File: config.mk
export PLATFORM = sky130hd
export DESIGN_NAME = kea_entry_update
export DESIGN_NICKNAME = d
export VERILOG_FILES = /design/src/kea_pkg.sv /design/src/kea_entry_update.sv
export SDC_FILE = /design/constraint.sdc
export NUM_CORES = 1
export LEC_CHECK = 0
export ABC_AREA = 1
export BUFFER_PORTS_ARGS = -buffer_cell sky130_fd_sc_hd__buf_4
export CAP_MARGIN = 20
export CORE_MARGIN = 4
export CORE_UTILIZATION = 41
export DETAILED_ROUTE_END_ITERATION = 16
export PLACE_DENSITY = 0.84
export SKIP_LAST_GASP = 1
export SLEW_MARGIN = 0
export SYNTH_ARGS = -nofsm -noshare
export SYNTH_HDL_FRONTEND = slang
export SYNTH_SLANG_ARGS = --single-unit
File: constraint.sdc
create_clock -name vclk -period 1.2
set_clock_uncertainty 0.2 [all_clocks]
set_input_delay 0 -clock vclk [all_inputs]
set_output_delay 0 -clock vclk [all_outputs]
set_load 0.02 [all_outputs]
File: src/kea_pkg.sv
// ----------------------------------------------------------------------------
// kea_pkg: shared types and constants for the key edge / auto-repeat table
// Item and result layouts, item kind codes and parameter defaults.
// ----------------------------------------------------------------------------
package kea_pkg;

    localparam int KEY_INDEX_BITS = 8;
    localparam int PERIOD_BITS    = 16;

    localparam int DEF_NUM_KEYS   = 256;
    localparam int DEF_COUNT_BITS = 16;

    localparam logic [1:0] KIND_SAMPLE     = 2'd0;
    localparam logic [1:0] KIND_QUERY      = 2'd1;
    localparam logic [1:0] KIND_SET_REPEAT = 2'd2;
    localparam logic [1:0] KIND_SET_PERIOD = 2'd3;

    typedef struct packed {
        logic [1:0]                kind;
        logic [KEY_INDEX_BITS-1:0] key_index;
        logic                      pressed;
        logic                      clear_on_fire;
        logic                      repeat_enable;
        logic [PERIOD_BITS-1:0]    repeat_interval;
    } t_in_item;

    typedef struct packed {
        logic held;
        logic pushed;
        logic repeat_on;
    } t_out_item;

endpackage

File: src/kea_entry_update.sv
// ----------------------------------------------------------------------------
// kea_entry_update: modify step of one key entry
// Applies one item to the entry read from the table and forms the result.
// ----------------------------------------------------------------------------
module kea_entry_update #(
    parameter int COUNT_BITS = 16,
    parameter int ENTRY_W    = 35
) (
    input  logic [ENTRY_W-1:0] i_entry,
    input  kea_pkg::t_in_item  i_item,
    input  logic               i_in_range,
    output logic [ENTRY_W-1:0] o_entry,
    output logic               o_we,
    output kea_pkg::t_out_item o_result
);
    import kea_pkg::*;

    // Entry layout, low to high: level now, level before, repeat flag,
    // repeat counter, repeat period.
    localparam int NOW_BIT    = 0;
    localparam int BEFORE_BIT = 1;
    localparam int FLAG_BIT   = 2;
    localparam int CNT_LO     = 3;
    localparam int PER_LO     = CNT_LO + COUNT_BITS;
    localparam int CMP_W      = (COUNT_BITS > PERIOD_BITS) ? COUNT_BITS : PERIOD_BITS;

    logic                   now_lvl;
    logic                   before_lvl;
    logic                   flag;
    logic [COUNT_BITS-1:0]  count;
    logic [PERIOD_BITS-1:0] period;
    logic                   pushed;
    logic                   due;

    assign due = (CMP_W'(i_entry[CNT_LO +: COUNT_BITS])
                  >= CMP_W'(i_entry[PER_LO +: PERIOD_BITS]));

    always_comb begin
        now_lvl    = i_entry[NOW_BIT];
        before_lvl = i_entry[BEFORE_BIT];
        flag       = i_entry[FLAG_BIT];
        count      = i_entry[CNT_LO +: COUNT_BITS];
        period     = i_entry[PER_LO +: PERIOD_BITS];
        pushed     = 1'b0;
        case (i_item.kind)
            KIND_SAMPLE: begin
                before_lvl = now_lvl;
                if (flag && (count != {COUNT_BITS{1'b1}})) begin
                    count = count + COUNT_BITS'(1);
                end
                now_lvl = i_item.pressed;
            end
            KIND_QUERY: begin
                if (!flag) begin
                    pushed = !before_lvl && now_lvl;
                end else if (now_lvl && due) begin
                    pushed = 1'b1;
                    if (i_item.clear_on_fire) begin
                        count = '0;
                    end
                end
            end
            KIND_SET_REPEAT: begin
                flag  = i_item.repeat_enable;
                count = '0;
            end
            KIND_SET_PERIOD: begin
                period = i_item.repeat_interval;
            end
            default: begin
                period = i_entry[PER_LO +: PERIOD_BITS];
            end
        endcase
    end

    assign o_entry = {period, count, flag, before_lvl, now_lvl};
    assign o_we    = i_in_range;

    // A key outside the table reports all zero.
    assign o_result.held      = i_in_range & now_lvl;
    assign o_result.pushed    = i_in_range & pushed;
    assign o_result.repeat_on = i_in_range & flag;

endmodule
==> impl_metrics.csv <==
group,metric,value,unit
drt,drt_iter0_markers,266,
worst_setup_path,crit_required,1.00,ns
grt,grt.total_usage,26.1,%
floorplan,rows,22,
hold_path,hold_path_class,"input port to output port",
worst_setup_path,crit_arrival,1.46,ns
finish,fin_cells,513,
worst_setup_path,crit_buf_inv,4,
worst_setup_path,end_kind,"output port",
finish,nClkBuffers,0,
status,status,"finished, violations left",
sta,hold_viol,0,
synthesis,ys_seq_area_share,0,%
placed_design,gp_congestion,0.917,
drt,routed_via_density,5.57,
synthesis,synth_area_per_cell,4.90,sq um
synthesis,mappedNetlistArea,1650,sq um
placed_design,io_buffers,96,
power,p_per_area,410,nW/um^2
grt,met2_usage,46.6,%
finish,regArea,0,sq um
sta,rsz0062_at_grt,"yes",
finish,final_area,3370,sq um
sta,tns,-7.50,ns
synthesis,synth_area_leader_cell,"nand2_1",
placed_design,pre_cts_ws,-0.509,ns
flow_run,maxCapViolCount,0,
finish,seq_cell_count,0,
grt,grt_pass1_vias,2615,
finish,utilization,89.4,%
synthesis,ys_types,25,
grt,grt_use_met1,31.3,%
sta,fin_crit_sh,138,%
floorplan,ioPinCount,104,
finish,fillers,187,
drt,vias,2855,
sta,final_max_slew_viol_count,0,
grt,grt_max_degree,25,
worst_setup_path,critical_path_class,"input port to output port",
power,ir_worst_vdd,0.271,mV
floorplan,core_area,3770,sq um
drt,post-route-drc-count,0,
synthesis,yosysWarnings,0,
drt,dr.pass1.iters,4,
grt,grt_overflow,0,
finish,final_layout_size_suffix_gt1_share,48.4,%
floorplan,start_util,43.8,%
worst_setup_path,cp_top_family,"simple AND/OR/NAND/NOR gates",
finish,nNetsFinal,549,
grt,antenna_found_initial,0,
power,leakage,1.75,nW
cts,cts_hold_buf,0,
synthesis,synth_most_common_cell,"nand2_1",
floorplan,dieArea,5100,sq um
placed_design,placed_area,3090,sq um
synthesis,synth_top_area_share,26.4,%
sta,layout_setup_ws,-0.460,ns
finish,area_growth,104,%
worst_setup_path,slowest_delay,0.28,ns
floorplan,die_h,71.4,um
placed_design,dp_hpwl,5500,um
synthesis,synth_nets,419,
sta,period_needed,1.66,ns
sta,setup_violations,17,
finish,n_antenna_cell,0,
sta,tightestPinTransition,0.312,ns
grt,busiest_layer,"met2",
worst_setup_path,cp_slowest_cell,"ha_4",
synthesis,synth_cells,337,
status,failed_checks,"negative setup slack",
worst_setup_path,critical_path.max_fanout,8,
grt,grt_util_met3,2.81,%
drt,wl_per_cell,15.8,um
synthesis,synth_commonest_cells,"116 x nand2_1, 52 x inv_1, 44 x nand3_1",
placed_design,placed_cells,510,
worst_setup_path,crit_path_start_kind,"input port",
floorplan,die_w,71.4,um
worst_setup_path,crit_path_cell_trace,"buf_4 -> inv_1 -> ha_4 -> nand2_1 -> nor2_1 -> a21oi_1 -> nand2_2 -> nand3_4 -> buf_12 -> nand2_4 -> nand3_2 -> buf_6",
synthesis,synth.area.top_cells,"nand2_1 26%, nand3_1 13%, ha_1 13%",
sta,slew_headroom,79.1,%
sta,timing.fmax,0.603,GHz
drt,route.final.wire_length,8130,um
grt,grt_first_pass_wirelength,11100,um
drt,ant_nets,0,
repair_timing:
item | in CTS | in global routing
endpoints found under the setup margin | 19 | 28
gates resized for setup | 32 | 36
setup buffers | 0 | 2
gates cloned | 1 | 0
pin swaps | 10 | 11
hold endpoints to repair | 0 | 0
final cells by class:
| cell class | instances | area (sq um) | share of cell area [%] |
|---|---|---|---|
| Inverter | 56 | 235 | 6.98 |
| Multi-Input combinational cell | 266 | 1850 | 54.9 |
| Timing Repair Buffer | 143 | 1230 | 36.4 |
| Tap cell | 48 | 60.1 | 1.78 |
cell families after synthesis:
| kind of cell | share of synthesized area [%] |
|---|---|
| simple gates | 56.4 |
| compound gates | 10.6 |
| fa+ha+maj | 12.9 |
| xor+xnor | 2.12 |
| buf+inv | 18.0 |
path summary, 6_finish.rpt:
check	from	to	slack (ns)	cells after the start
worst max-delay path	i_entry[34]	o_entry[3]	-0.46	12
worst min-delay path	i_in_range	o_we	0.02	2
report_power, final:
part | total [mW] | leakage (nW) | switching [mW] | internal (mW)
sequential | 0 | 0 | 0 | 0
clock | 0 | 0 | 0 | 0
combinational | 1.38 | 1.75 | 0.733 | 0.650
layout by cell type, fill, tap and decap left out, types with 4 or more instances in the layout:
master	count
inv_1	39
nand3_2	7
nand2_1	96
nand2_2	9
buf_4	112
xor2_1	4
nand3_1	27
nor2_1	31
buf_6	24
inv_2	10
o21ai_0	18
o21ai_1	6
nand2_4	13
nand4_1	5
buf_12	4
ha_1	4
a21oi_1	4
inv_4	5
ha_4	13
nand3_4	13
stage by stage:
| step | power [mW] | hold WS [ns] |
|---|---|---|
| 5_1_grt | 1.47 | 0.0300 |
| 2_1_floorplan | 0.634 | -0.0874 |
| 4_1_cts | 1.27 | 0.0206 |
| 3_3_place_gp | 1.16 | 0.0173 |
| 3_5_place_dp | 1.19 | 0.0206 |
| 6_report | 1.38 | 0.0211 |
metal layers:
| layer | wire, um | vias up |
|---|---|---|
| met4 | 321 | 0 |
| met2 | 4110 | 185 |
| met3 | 714 | 42 |
| li1 | - | 1323 |
| met1 | 2980 | 1305 |
| met5 | 0 | - |
Power figures use the tool's default switching activity.
