**src/kea_ram.sv**
```systemverilog
// ----------------------------------------------------------------------------
// kea_ram: generic single-clock RAM
// One write port and one read port; read data is registered.
// ----------------------------------------------------------------------------
module kea_ram #(
    parameter int WIDTH = 8,
    parameter int DEPTH = 2
) (
    input  logic                     i_clk,
    input  logic                     i_wr_en,
    input  logic [$clog2(DEPTH)-1:0] i_wr_addr,
    input  logic [WIDTH-1:0]         i_wr_data,
    input  logic                     i_rd_en,
    input  logic [$clog2(DEPTH)-1:0] i_rd_addr,
    output logic [WIDTH-1:0]         o_rd_data
);

    logic [WIDTH-1:0] r_mem [DEPTH];
    logic [WIDTH-1:0] r_rd_data;

    always_ff @(posedge i_clk) begin
        if (i_wr_en) begin
            r_mem[i_wr_addr] <= i_wr_data;
        end
        if (i_rd_en) begin
            r_rd_data <= r_mem[i_rd_addr];
        end
    end

    assign o_rd_data = r_rd_data;

endmodule

```
**config.mk**
```make
export PLATFORM = sky130hd
export DESIGN_NAME = kea_ram
export DESIGN_NICKNAME = d
export VERILOG_FILES = /design/src/kea_ram.sv
export SDC_FILE = /design/constraint.sdc
export NUM_CORES = 1
export LEC_CHECK = 0
export ABC_CLOCK_PERIOD_IN_PS = 2250
export BUFFER_PORTS_ARGS = -buffer_cell sky130_fd_sc_hd__buf_4
export CAP_MARGIN = 20
export CORE_UTILIZATION = 53
export CTS_CLUSTER_SIZE = 40
export DETAILED_ROUTE_END_ITERATION = 12
export PLACE_DENSITY = 0.79
export SLEW_MARGIN = 20
export SYNTH_ARGS = -nofsm -noshare
export SYNTH_HDL_FRONTEND = slang
export SYNTH_SLANG_ARGS = --single-unit
```
**constraint.sdc**
```tcl
create_clock -name i_clk -period 2.25 [get_ports i_clk]
set_input_delay 0.45 -clock i_clk [delete_from_list [all_inputs] [get_ports i_clk]]
set_output_delay 0.45 -clock i_clk [all_outputs]
set_load 0.03 [all_outputs]
```
==> impl_metrics.tcl, run 1 <==
set metrics [dict create \
    cts_tree "yes" \
    hold_violations 0 \
    critical_path_arrival_ps 860 \
    p_leak_nw 0.409 \
    path_cells "buf_4" \
    pin_count 21 \
    cp_slowest_cell "edfxtp_1" \
    grt_use_total_pct 12.2 \
    synth_commonest_cells "edfxtp_1 (24), mux2_4 (8), and2_1 (1), buf_6 (1), nor2b_1 (1)" \
    root_buffer "clkbuf_4" \
    synthArstFlopShare_pct 0 \
    synth_top_cell_by_area "edfxtp_1" \
    post-route-min-period_ps 1310 \
    ant_nets 0 \
    pre_cts_ws_ps 745 \
    holdWs_ps 333 \
    initial_core_util_pct 57.4 \
    drc 0 \
    fillCellCount 99 \
    nets 72 \
    multi_input_area_um2 133 \
    clock_skew_ps 0.610 \
    netlist.area_leader.share_pct 83.4 \
    synth-seq-area-share_pct 83.4 \
    tns_ps 0 \
    dr.first_iter.drc_count 4 \
    drv_cap 0 \
    port_buffers 20 \
    clock_latency_ps 290 \
    netlist_area_um2 865 \
    overflow 0 \
    clock.fmax_mhz 765 \
    synth_area_leaders "edfxtp_1 (83%), mux2_4 (14%), buf_6 (1.3%)" \
    diodes 0 \
    cts_setup_buffers 0 \
    netlist-cell-type-count 5 \
    synth_edf_count 24 \
    hold_class "primary input to flop" \
    die_w_um 42.4 \
    rsz0062_at_grt "false" \
    cts_sinks 24 \
    std_cell_rows 14 \
    design_power_total_mw 0.792 \
    cp_top_family "flip-flops" \
    drive_gt1_share_pct 54.4 \
    area_delta_synth_final_pct 21.0 \
    crit_fanout 1 \
    place_area_um2 1020 \
    max_slew_margin_pct 54.9 \
    grt_max_degree 13 \
    tightest_slew_ps 675 \
    wl_per_cell_um 13.7 \
    postSynthCellCount 35 \
    worstSetupPathType "flop to output port" \
    grt_pass1_wl_mm 1.56 \
    drt-pass1-iter-count 3 \
    synthesis.nets 48 \
    grt_pass1_vias 408 \
    hold_buffers 0 \
    vias_per_cell 5.19 \
    worst_slack_ps 942 \
    final_area_um2 1050 \
    drv_slew 0 \
    die-height_um 42.4 \
    yosysMostFrequentCell "edfxtp_1" \
    path_buf_inv 1 \
    peakVddDrop_uv 470 \
    outcome "completed" \
    clockBufferDepth 2 \
    end_kind "output port" \
    cpPeakStageDelay_ps 390 \
    cp.required_ps 1800 \
    gp_congestion 0.651 \
    p_per_area_nw_per_um2 758 \
    cts_max_level 1 \
    cts_buffers 3 \
    antenna_found_initial 0 \
    regArea_um2 721 \
    min_period_over_period_pct 58.1 \
    drt-total-wl_um 999 \
    core-area_um2 1510 \
    ys_warn_count 0 \
    ys_seq_elements 24 \
    num_vias 379 \
    crit_path_start_kind "flop" \
    avgSynthCellArea_um2 24.7 \
    dieArea_um2 1800 \
    cts_resized 0 \
    clk_pin_slew_ps 110 \
    ys.flop_type "edfxtp_1" \
    setup_viol_count_final 0 \
]
final timing paths:
kind / slack (ps) / from / end / cells past startpoint
worst max-delay path: 940 / o_rd_data[3] / o_rd_data[3] / 1
worst min register to register: 560 / r_mem[0][6] / o_rd_data[6] / 1
worst max register to register: 1350 / r_mem[0][2] / o_rd_data[2] / 1
worst min-delay path: 330 / i_wr_data[7] / r_mem[0][7] / 1
power by group:
part	internal [mW]	total [mW]	switching, mW
sequential	0.528	0.535	0.00769
clock	0.0622	0.168	0.106
combinational	0.0457	0.0889	0.0432
sequential cells by signal, indices dropped and copies added (netlist names):
name       count
o_rd_data      8
r_mem         16
routing by layer:
| metal | wire, um | track usage, % |
|---|---|---|
| met1 | 381 | 11.1 |
| met2 | 545 | 24.0 |
| met3 | 72 | 4.74 |
| met4 | 0 | 3.75 |
| met5 | 0 | 0 |
cells in the final DEF (no fill, tap or decap):
cell type,n
edfxtp_1,24
and2_1,1
nor2b_1,1
clkbuf_4,3
mux2_4,8
buf_4,20
metrics by stage:
step           instances  util (%)
3_5_place_dp          70      67.9
3_3_place_gp          70      67.9
4_1_cts               73      69.4
6_report              73      69.4
2_1_floorplan         35         -
5_1_grt               73      69.4
layout make-up:
cell class | count | share of cell area (%)
Multi-Input combinational cell | 10 | 12.7
Clock buffer | 3 | 2.15
Sequential cell | 24 | 68.9
Tap cell | 16 | 1.91
Timing Repair Buffer | 20 | 14.4
kinds of logic (layout without fill, tap and decap cells):
kind of cell / after synthesis / after routing / synth area share, %
DFF: 24 / 24 / 83.4
muxes: 8 / 8 / 13.9
and+or+nand+nor: 2 / 2 / 1.45
buffers and inverters: 1 / 23 / 1.30
Note: power is estimated with default switching activity, not from simulation.
==> run 2, diff against run 1 <==
--- a/config.mk
+++ b/config.mk
@@ -5,13 +5,13 @@
 export SDC_FILE = /design/constraint.sdc
 export NUM_CORES = 1
 export LEC_CHECK = 0
-export ABC_CLOCK_PERIOD_IN_PS = 2250
+export ABC_CLOCK_PERIOD_IN_PS = 1200
 export BUFFER_PORTS_ARGS = -buffer_cell sky130_fd_sc_hd__buf_4
 export CAP_MARGIN = 20
-export CORE_UTILIZATION = 53
+export CORE_UTILIZATION = 45
 export CTS_CLUSTER_SIZE = 40
 export DETAILED_ROUTE_END_ITERATION = 12
-export PLACE_DENSITY = 0.79
+export PLACE_DENSITY = 0.72
 export SLEW_MARGIN = 20
 export SYNTH_ARGS = -nofsm -noshare
 export SYNTH_HDL_FRONTEND = slang
==> constraint.sdc (replaced) <==
create_clock -name i_clk -period 1.2 [get_ports i_clk]
set_input_delay 0.24 -clock i_clk [delete_from_list [all_inputs] [get_ports i_clk]]
set_output_delay 0.24 -clock i_clk [all_outputs]
set_load 0.03 [all_outputs]
==> run 2 against run 1 <==
  * Sequential cell count is the same
  * Combinational power grew 90%
  * Die area grew 17%
  * Cell area grew 2.2%
  * Via count grew 0.53%
  * Register-to-register slack lost 1000 ps
  * Non-clock buffer count grew 1
  * Sequential power grew 87%
  * Total power grew 90%
  * Utilization shrank 8.9 points
  * Clock power grew 100%
  * Count of clock-buffer cells in the layout is the same
==> impl_metrics.tcl, run 2 (same netlist as run 1, synthesis figures left out) <==
set metrics [dict create \
    place_area_um2 1040 \
    grt_pass1_wl_mm 1.39 \
    hold_class "primary input to flop" \
    overflow 0 \
    rsz0062_at_grt "false" \
    cpPeakStageDelay_ps 380 \
    area_delta_synth_final_pct 23.6 \
    wl_per_cell_um 11.8 \
    min_period_over_period_pct 91.7 \
    p_leak_nw 0.416 \
    hold_buffers 0 \
    cts_buffers 3 \
    cts_tree "yes" \
    max_slew_margin_pct 76.1 \
    tightest_slew_ps 359 \
    critical_path_arrival_ps 860 \
    dr.first_iter.drc_count 5 \
    clockBufferDepth 2 \
    drc 0 \
    clk_pin_slew_ps 120 \
    std_cell_rows 15 \
    port_buffers 20 \
    cp_slowest_cell "edfxtp_1" \
    drv_slew 0 \
    nets 73 \
    power.share.switching_pct 20.6 \
    drt-total-wl_um 995 \
    peakVddDrop_uv 633 \
    post-route-min-period_ps 1100 \
    path_cells "buf_4" \
    num_vias 381 \
    crit_fanout 1 \
    crit_path_start_kind "flop" \
    drt-pass1-iter-count 2 \
    hold_violations 0 \
    grt_use_total_pct 10.4 \
    antenna_found_initial 0 \
    clock_latency_ps 300 \
    pwr-share-seq_pct 66.5 \
    cp.required_ps 960 \
    clock.fmax_mhz 909 \
    grt_max_degree 14 \
    cts_sinks 24 \
    vias_per_cell 4.54 \
    cts_max_level 1 \
    cts_setup_buffers 0 \
    grt_pass1_vias 366 \
    diodes 0 \
    die-height_um 45.8 \
    die_w_um 45.8 \
    cts_resized 0 \
    cp_top_family "flip-flops" \
    final_area_um2 1070 \
    setup_viol_count_final 0 \
    layout_common_cells "edfxtp_1 (24), buf_4 (21), mux2_4 (8)" \
    p_comb_share_pct 11.2 \
    root_buffer "clkbuf_4" \
    p_int_mw 1.20 \
    pin_count 21 \
    outcome "completed" \
    tns_ps 0 \
    final_common_cell "edfxtp_1" \
    worstSetupPathType "flop to output port" \
    power_frac_clock_pct 22.4 \
    p_switching_mw 0.311 \
    largest_register_ffs 16 \
    design_power_total_mw 1.51 \
    core-area_um2 1760 \
    clock_skew_ps 2.06 \
    drv_cap 0 \
    p_per_area_nw_per_um2 1410 \
    largest-register "r_mem" \
    gp_congestion 0.622 \
    path_buf_inv 1 \
    initial_core_util_pct 49.0 \
    end_kind "output port" \
    dieArea_um2 2100 \
    ant_nets 0 \
    drive_gt1_share_pct 54.2 \
]
## run 2: cell types whose count changed in the layout (fill, tap and decap cells not counted), sizes merged
| cell | delta |
|---|---|
| clkinv | +1 |
| buf | +1 |
## run 2: per-layer routing
metal | GRT usage [%] | vias up | routed length (um)
met1 | 8.00 | 177 | 382
met2 | 20.6 | 17 | 561
li1 | - | 185 | -
met3 | 2.38 | 2 | 47
met4 | 8.82 | 0 | 4
met5 | 0 | - | 0
## run 2: path summary, 6_finish.rpt
kind / from / to / slack [ps] / cells past startpoint
max: o_rd_data[3] / o_rd_data[3] / 100 / 1
max reg2reg: r_mem[1][4] / o_rd_data[4] / 310 / 1
min: i_wr_data[1] / r_mem[0][1] / 110 / 1
min reg2reg: r_mem[0][6] / o_rd_data[6] / 560 / 1
## run 2: power by group through the flow
stage | clock network, mW | registers, mW | logic (mW)
2_1_floorplan | 0 | 1.06 | 0.0573
3_3_place_gp | 0 | 1.02 | 0.168
3_5_place_dp | 0 | 1.02 | 0.172
4_1_cts | 0.354 | 1.00 | 0.172
5_1_grt | 0.373 | 1.01 | 0.177
6_report | 0.337 | 1.00 | 0.169
## run 2: through the flow
step           cells  util (%)  setup WS [ps]  hold slack (ps)
2_1_floorplan     35         -            167              339
3_3_place_gp      80      59.1            214              426
3_5_place_dp      80      59.1            167              428
4_1_cts           84      60.6           78.0              101
5_1_grt           84      60.6           57.8             95.6
6_report          84      60.6            100              115
## run 2: cell type report
| cell class | count | area (um2) |
|---|---|---|
| Clock buffer | 3 | 22.5 |
| Timing Repair Buffer | 21 | 158 |
| Tap cell | 25 | 31.3 |
| Sequential cell | 24 | 721 |
| Clock inverter | 1 | 3.75 |
| Fill cell | 148 | 696 |
| Multi-Input combinational cell | 10 | 133 |
==> run 3, diff against run 2 <==
--- a/config.mk
+++ b/config.mk
@@ -5,13 +5,14 @@
 export SDC_FILE = /design/constraint.sdc
 export NUM_CORES = 1
 export LEC_CHECK = 0
+export ABC_AREA = 1
 export ABC_CLOCK_PERIOD_IN_PS = 1200
 export BUFFER_PORTS_ARGS = -buffer_cell sky130_fd_sc_hd__buf_4
 export CAP_MARGIN = 20
-export CORE_UTILIZATION = 45
+export CORE_UTILIZATION = 44
 export CTS_CLUSTER_SIZE = 40
 export DETAILED_ROUTE_END_ITERATION = 12
-export PLACE_DENSITY = 0.72
+export PLACE_DENSITY = 0.71
 export SLEW_MARGIN = 20
 export SYNTH_ARGS = -nofsm -noshare
 export SYNTH_HDL_FRONTEND = slang
==> run 3 against run 2 <==
  * Count of clock-buffer cells in the layout did not move
  * First-iteration DRC count rose by 40%
  * Fmax fell by 0.51%
  * Sequential cell count did not move
  * Critical path type unchanged
  * Largest cell class unchanged
  * Largest power group unchanged
==> impl_metrics.tcl, run 3 <==
set metrics [dict create \
    cts_buffers 3 \
    hold_buffers 0 \
    outcome "completed" \
    fin_util_pct 59.2 \
    std_cell_rows 15 \
    synth_edf_count 24 \
    cts_sinks 24 \
    crit_path_start_kind "flop" \
    diodes 0 \
    met1_length_um 416 \
    clockBufferDepth 2 \
    crit_fanout 1 \
    setup.worst_path.start "o_rd_data[0]" \
    clock_skew_ps 1.69 \
    tns_ps 0 \
    postSynthCellCount 54 \
    pin_count 21 \
    highest_layer "met4" \
    root_buffer "clkbuf_4" \
    fillCellCount 156 \
    drc 0 \
    final_common_cell "nand2_1" \
    dieArea_um2 2090 \
    synth_commonest_cells "nand2_1 (25), edfxtp_1 (24), inv_1 (2)" \
    path_buf_inv 1 \
    largest-register "r_mem" \
    r2r-start "r_mem[0][4]" \
    final_area_um2 1040 \
    dr.first_iter.drc_count 7 \
    max_slew_margin_pct 79.7 \
    critical_path_arrival_ps 870 \
    drv_slew 0 \
    avgSynthCellArea_um2 15.6 \
    num_vias 452 \
    p_per_area_nw_per_um2 1430 \
    end_kind "output port" \
    post-route-min-period_ps 1110 \
    yosysMostFrequentCell "nand2_1" \
    hold_violations 0 \
    grt_use_total_pct 11.9 \
    synth-seq-area-share_pct 85.7 \
    netlist_area_um2 841 \
    place_area_um2 1020 \
    gp_congestion 0.671 \
    clk_pin_slew_ps 120 \
    synth_top_cell_by_area "edfxtp_1" \
    netlist-cell-type-count 6 \
    area_delta_synth_final_pct 24.3 \
    vias_per_cell 4.39 \
    overflow 0 \
    synth_area_leaders "edfxtp_1 (86%), nand2_1 (11%), buf_6 (1.3%)" \
    setup_viol_count_final 0 \
    p_leak_nw 0.438 \
    nets 92 \
    wl_per_cell_um 10.3 \
    drv_cap 0 \
    ys.flop_type "edfxtp_1" \
    drt-pass1-iter-count 4 \
    dp_hpwl_um 775 \
    rsz0062_at_grt "false" \
    initial_core_util_pct 47.7 \
    path_cells "buf_4" \
    die-height_um 45.7 \
    min_period_over_period_pct 92.1 \
    netlist.area_leader.share_pct 85.7 \
    min_from "i_wr_data[4]" \
    dr_wl_met2_um 575 \
    ant_nets 0 \
    cp.required_ps 960 \
    cp_top_family "flip-flops" \
    hold_class "primary input to flop" \
    synthArstFlopShare_pct 0 \
    die_w_um 45.7 \
    grt_max_degree 14 \
    tightest_slew_ps 304 \
    synthesis.nets 67 \
    drt-total-wl_mm 1.06 \
    design_power_total_mw 1.50 \
    ys_seq_elements 24 \
    cts_setup_buffers 0 \
    ys_warn_count 0 \
    grt_pass1_vias 406 \
    clock_latency_ps 300 \
    cpPeakStageDelay_ps 380 \
    worstSetupPathType "flop to output port" \
    antenna_found_initial 0 \
    wl_met3_um 51 \
    core-area_um2 1760 \
    peakVddDrop_uv 733 \
    cp_slowest_cell "edfxtp_1" \
    cts_max_level 1 \
    port_buffers 20 \
    drive_gt1_share_pct 32.1 \
    largest_register_ffs 16 \
    cts_resized 0 \
    clock.fmax_mhz 904 \
    cts_tree "yes" \
    layout_common_cells "nand2_1 (25), edfxtp_1 (24), buf_4 (21)" \
    grt_pass1_wl_mm 1.61 \
]
run 3: metrics by stage:
step           worst slack (ps)  cells  hold WS (ps)
3_5_place_dp                245     99           428
4_1_cts                    77.6    103          97.1
5_1_grt                    46.7    103          83.9
6_report                   94.4    103           107
3_3_place_gp                263     99           425
2_1_floorplan               200     54           339
run 3: power by group:
group / internal [mW] / switching (mW) / total, mW
Combinational: 0.0620 / 0.0884 / 0.150
Sequential: 0.988 / 0.0142 / 1.00
Clock: 0.121 / 0.221 / 0.342
run 3: final timing paths:
| path | slack [ps] | depth (start not counted) | to |
|---|---|---|---|
| worst max-delay path | 90 | 1 | o_rd_data[0] |
| worst min register to register | 520 | 2 | o_rd_data[1] |
| worst min-delay path | 110 | 1 | r_mem[0][4] |
| worst max register to register | 440 | 2 | o_rd_data[4] |
run 3: layer usage:
| layer | vias up | global-route usage (%) |
|---|---|---|
| li1 | 230 | - |
| met1 | 204 | 11.9 |
| met2 | 16 | 19.7 |
| met3 | 2 | 3.57 |
| met4 | 0 | 10.6 |
| met5 | - | 0 |
run 3: cell families (layout without fill, tap and decap cells):
logic type / Yosys count / count (layout) / share of synthesized area, %
simple gates: 26 / 26 / 11.6
flops: 24 / 24 / 85.7
buf+inv: 4 / 28 / 2.68
run 3: cell type report:
| cell class | instances | area [um2] | share of cell area, % |
|---|---|---|---|
| flip-flops and latches | 24 | 721 | 69.0 |
| repair buffers | 21 | 158 | 15.1 |
| inverters | 3 | 11.3 | 1.08 |
| clock buffers | 3 | 22.5 | 2.16 |
| clock inverters | 1 | 3.75 | 0.359 |
| well taps | 25 | 31.3 | 2.99 |
| multi-input cells | 26 | 97.6 | 9.34 |
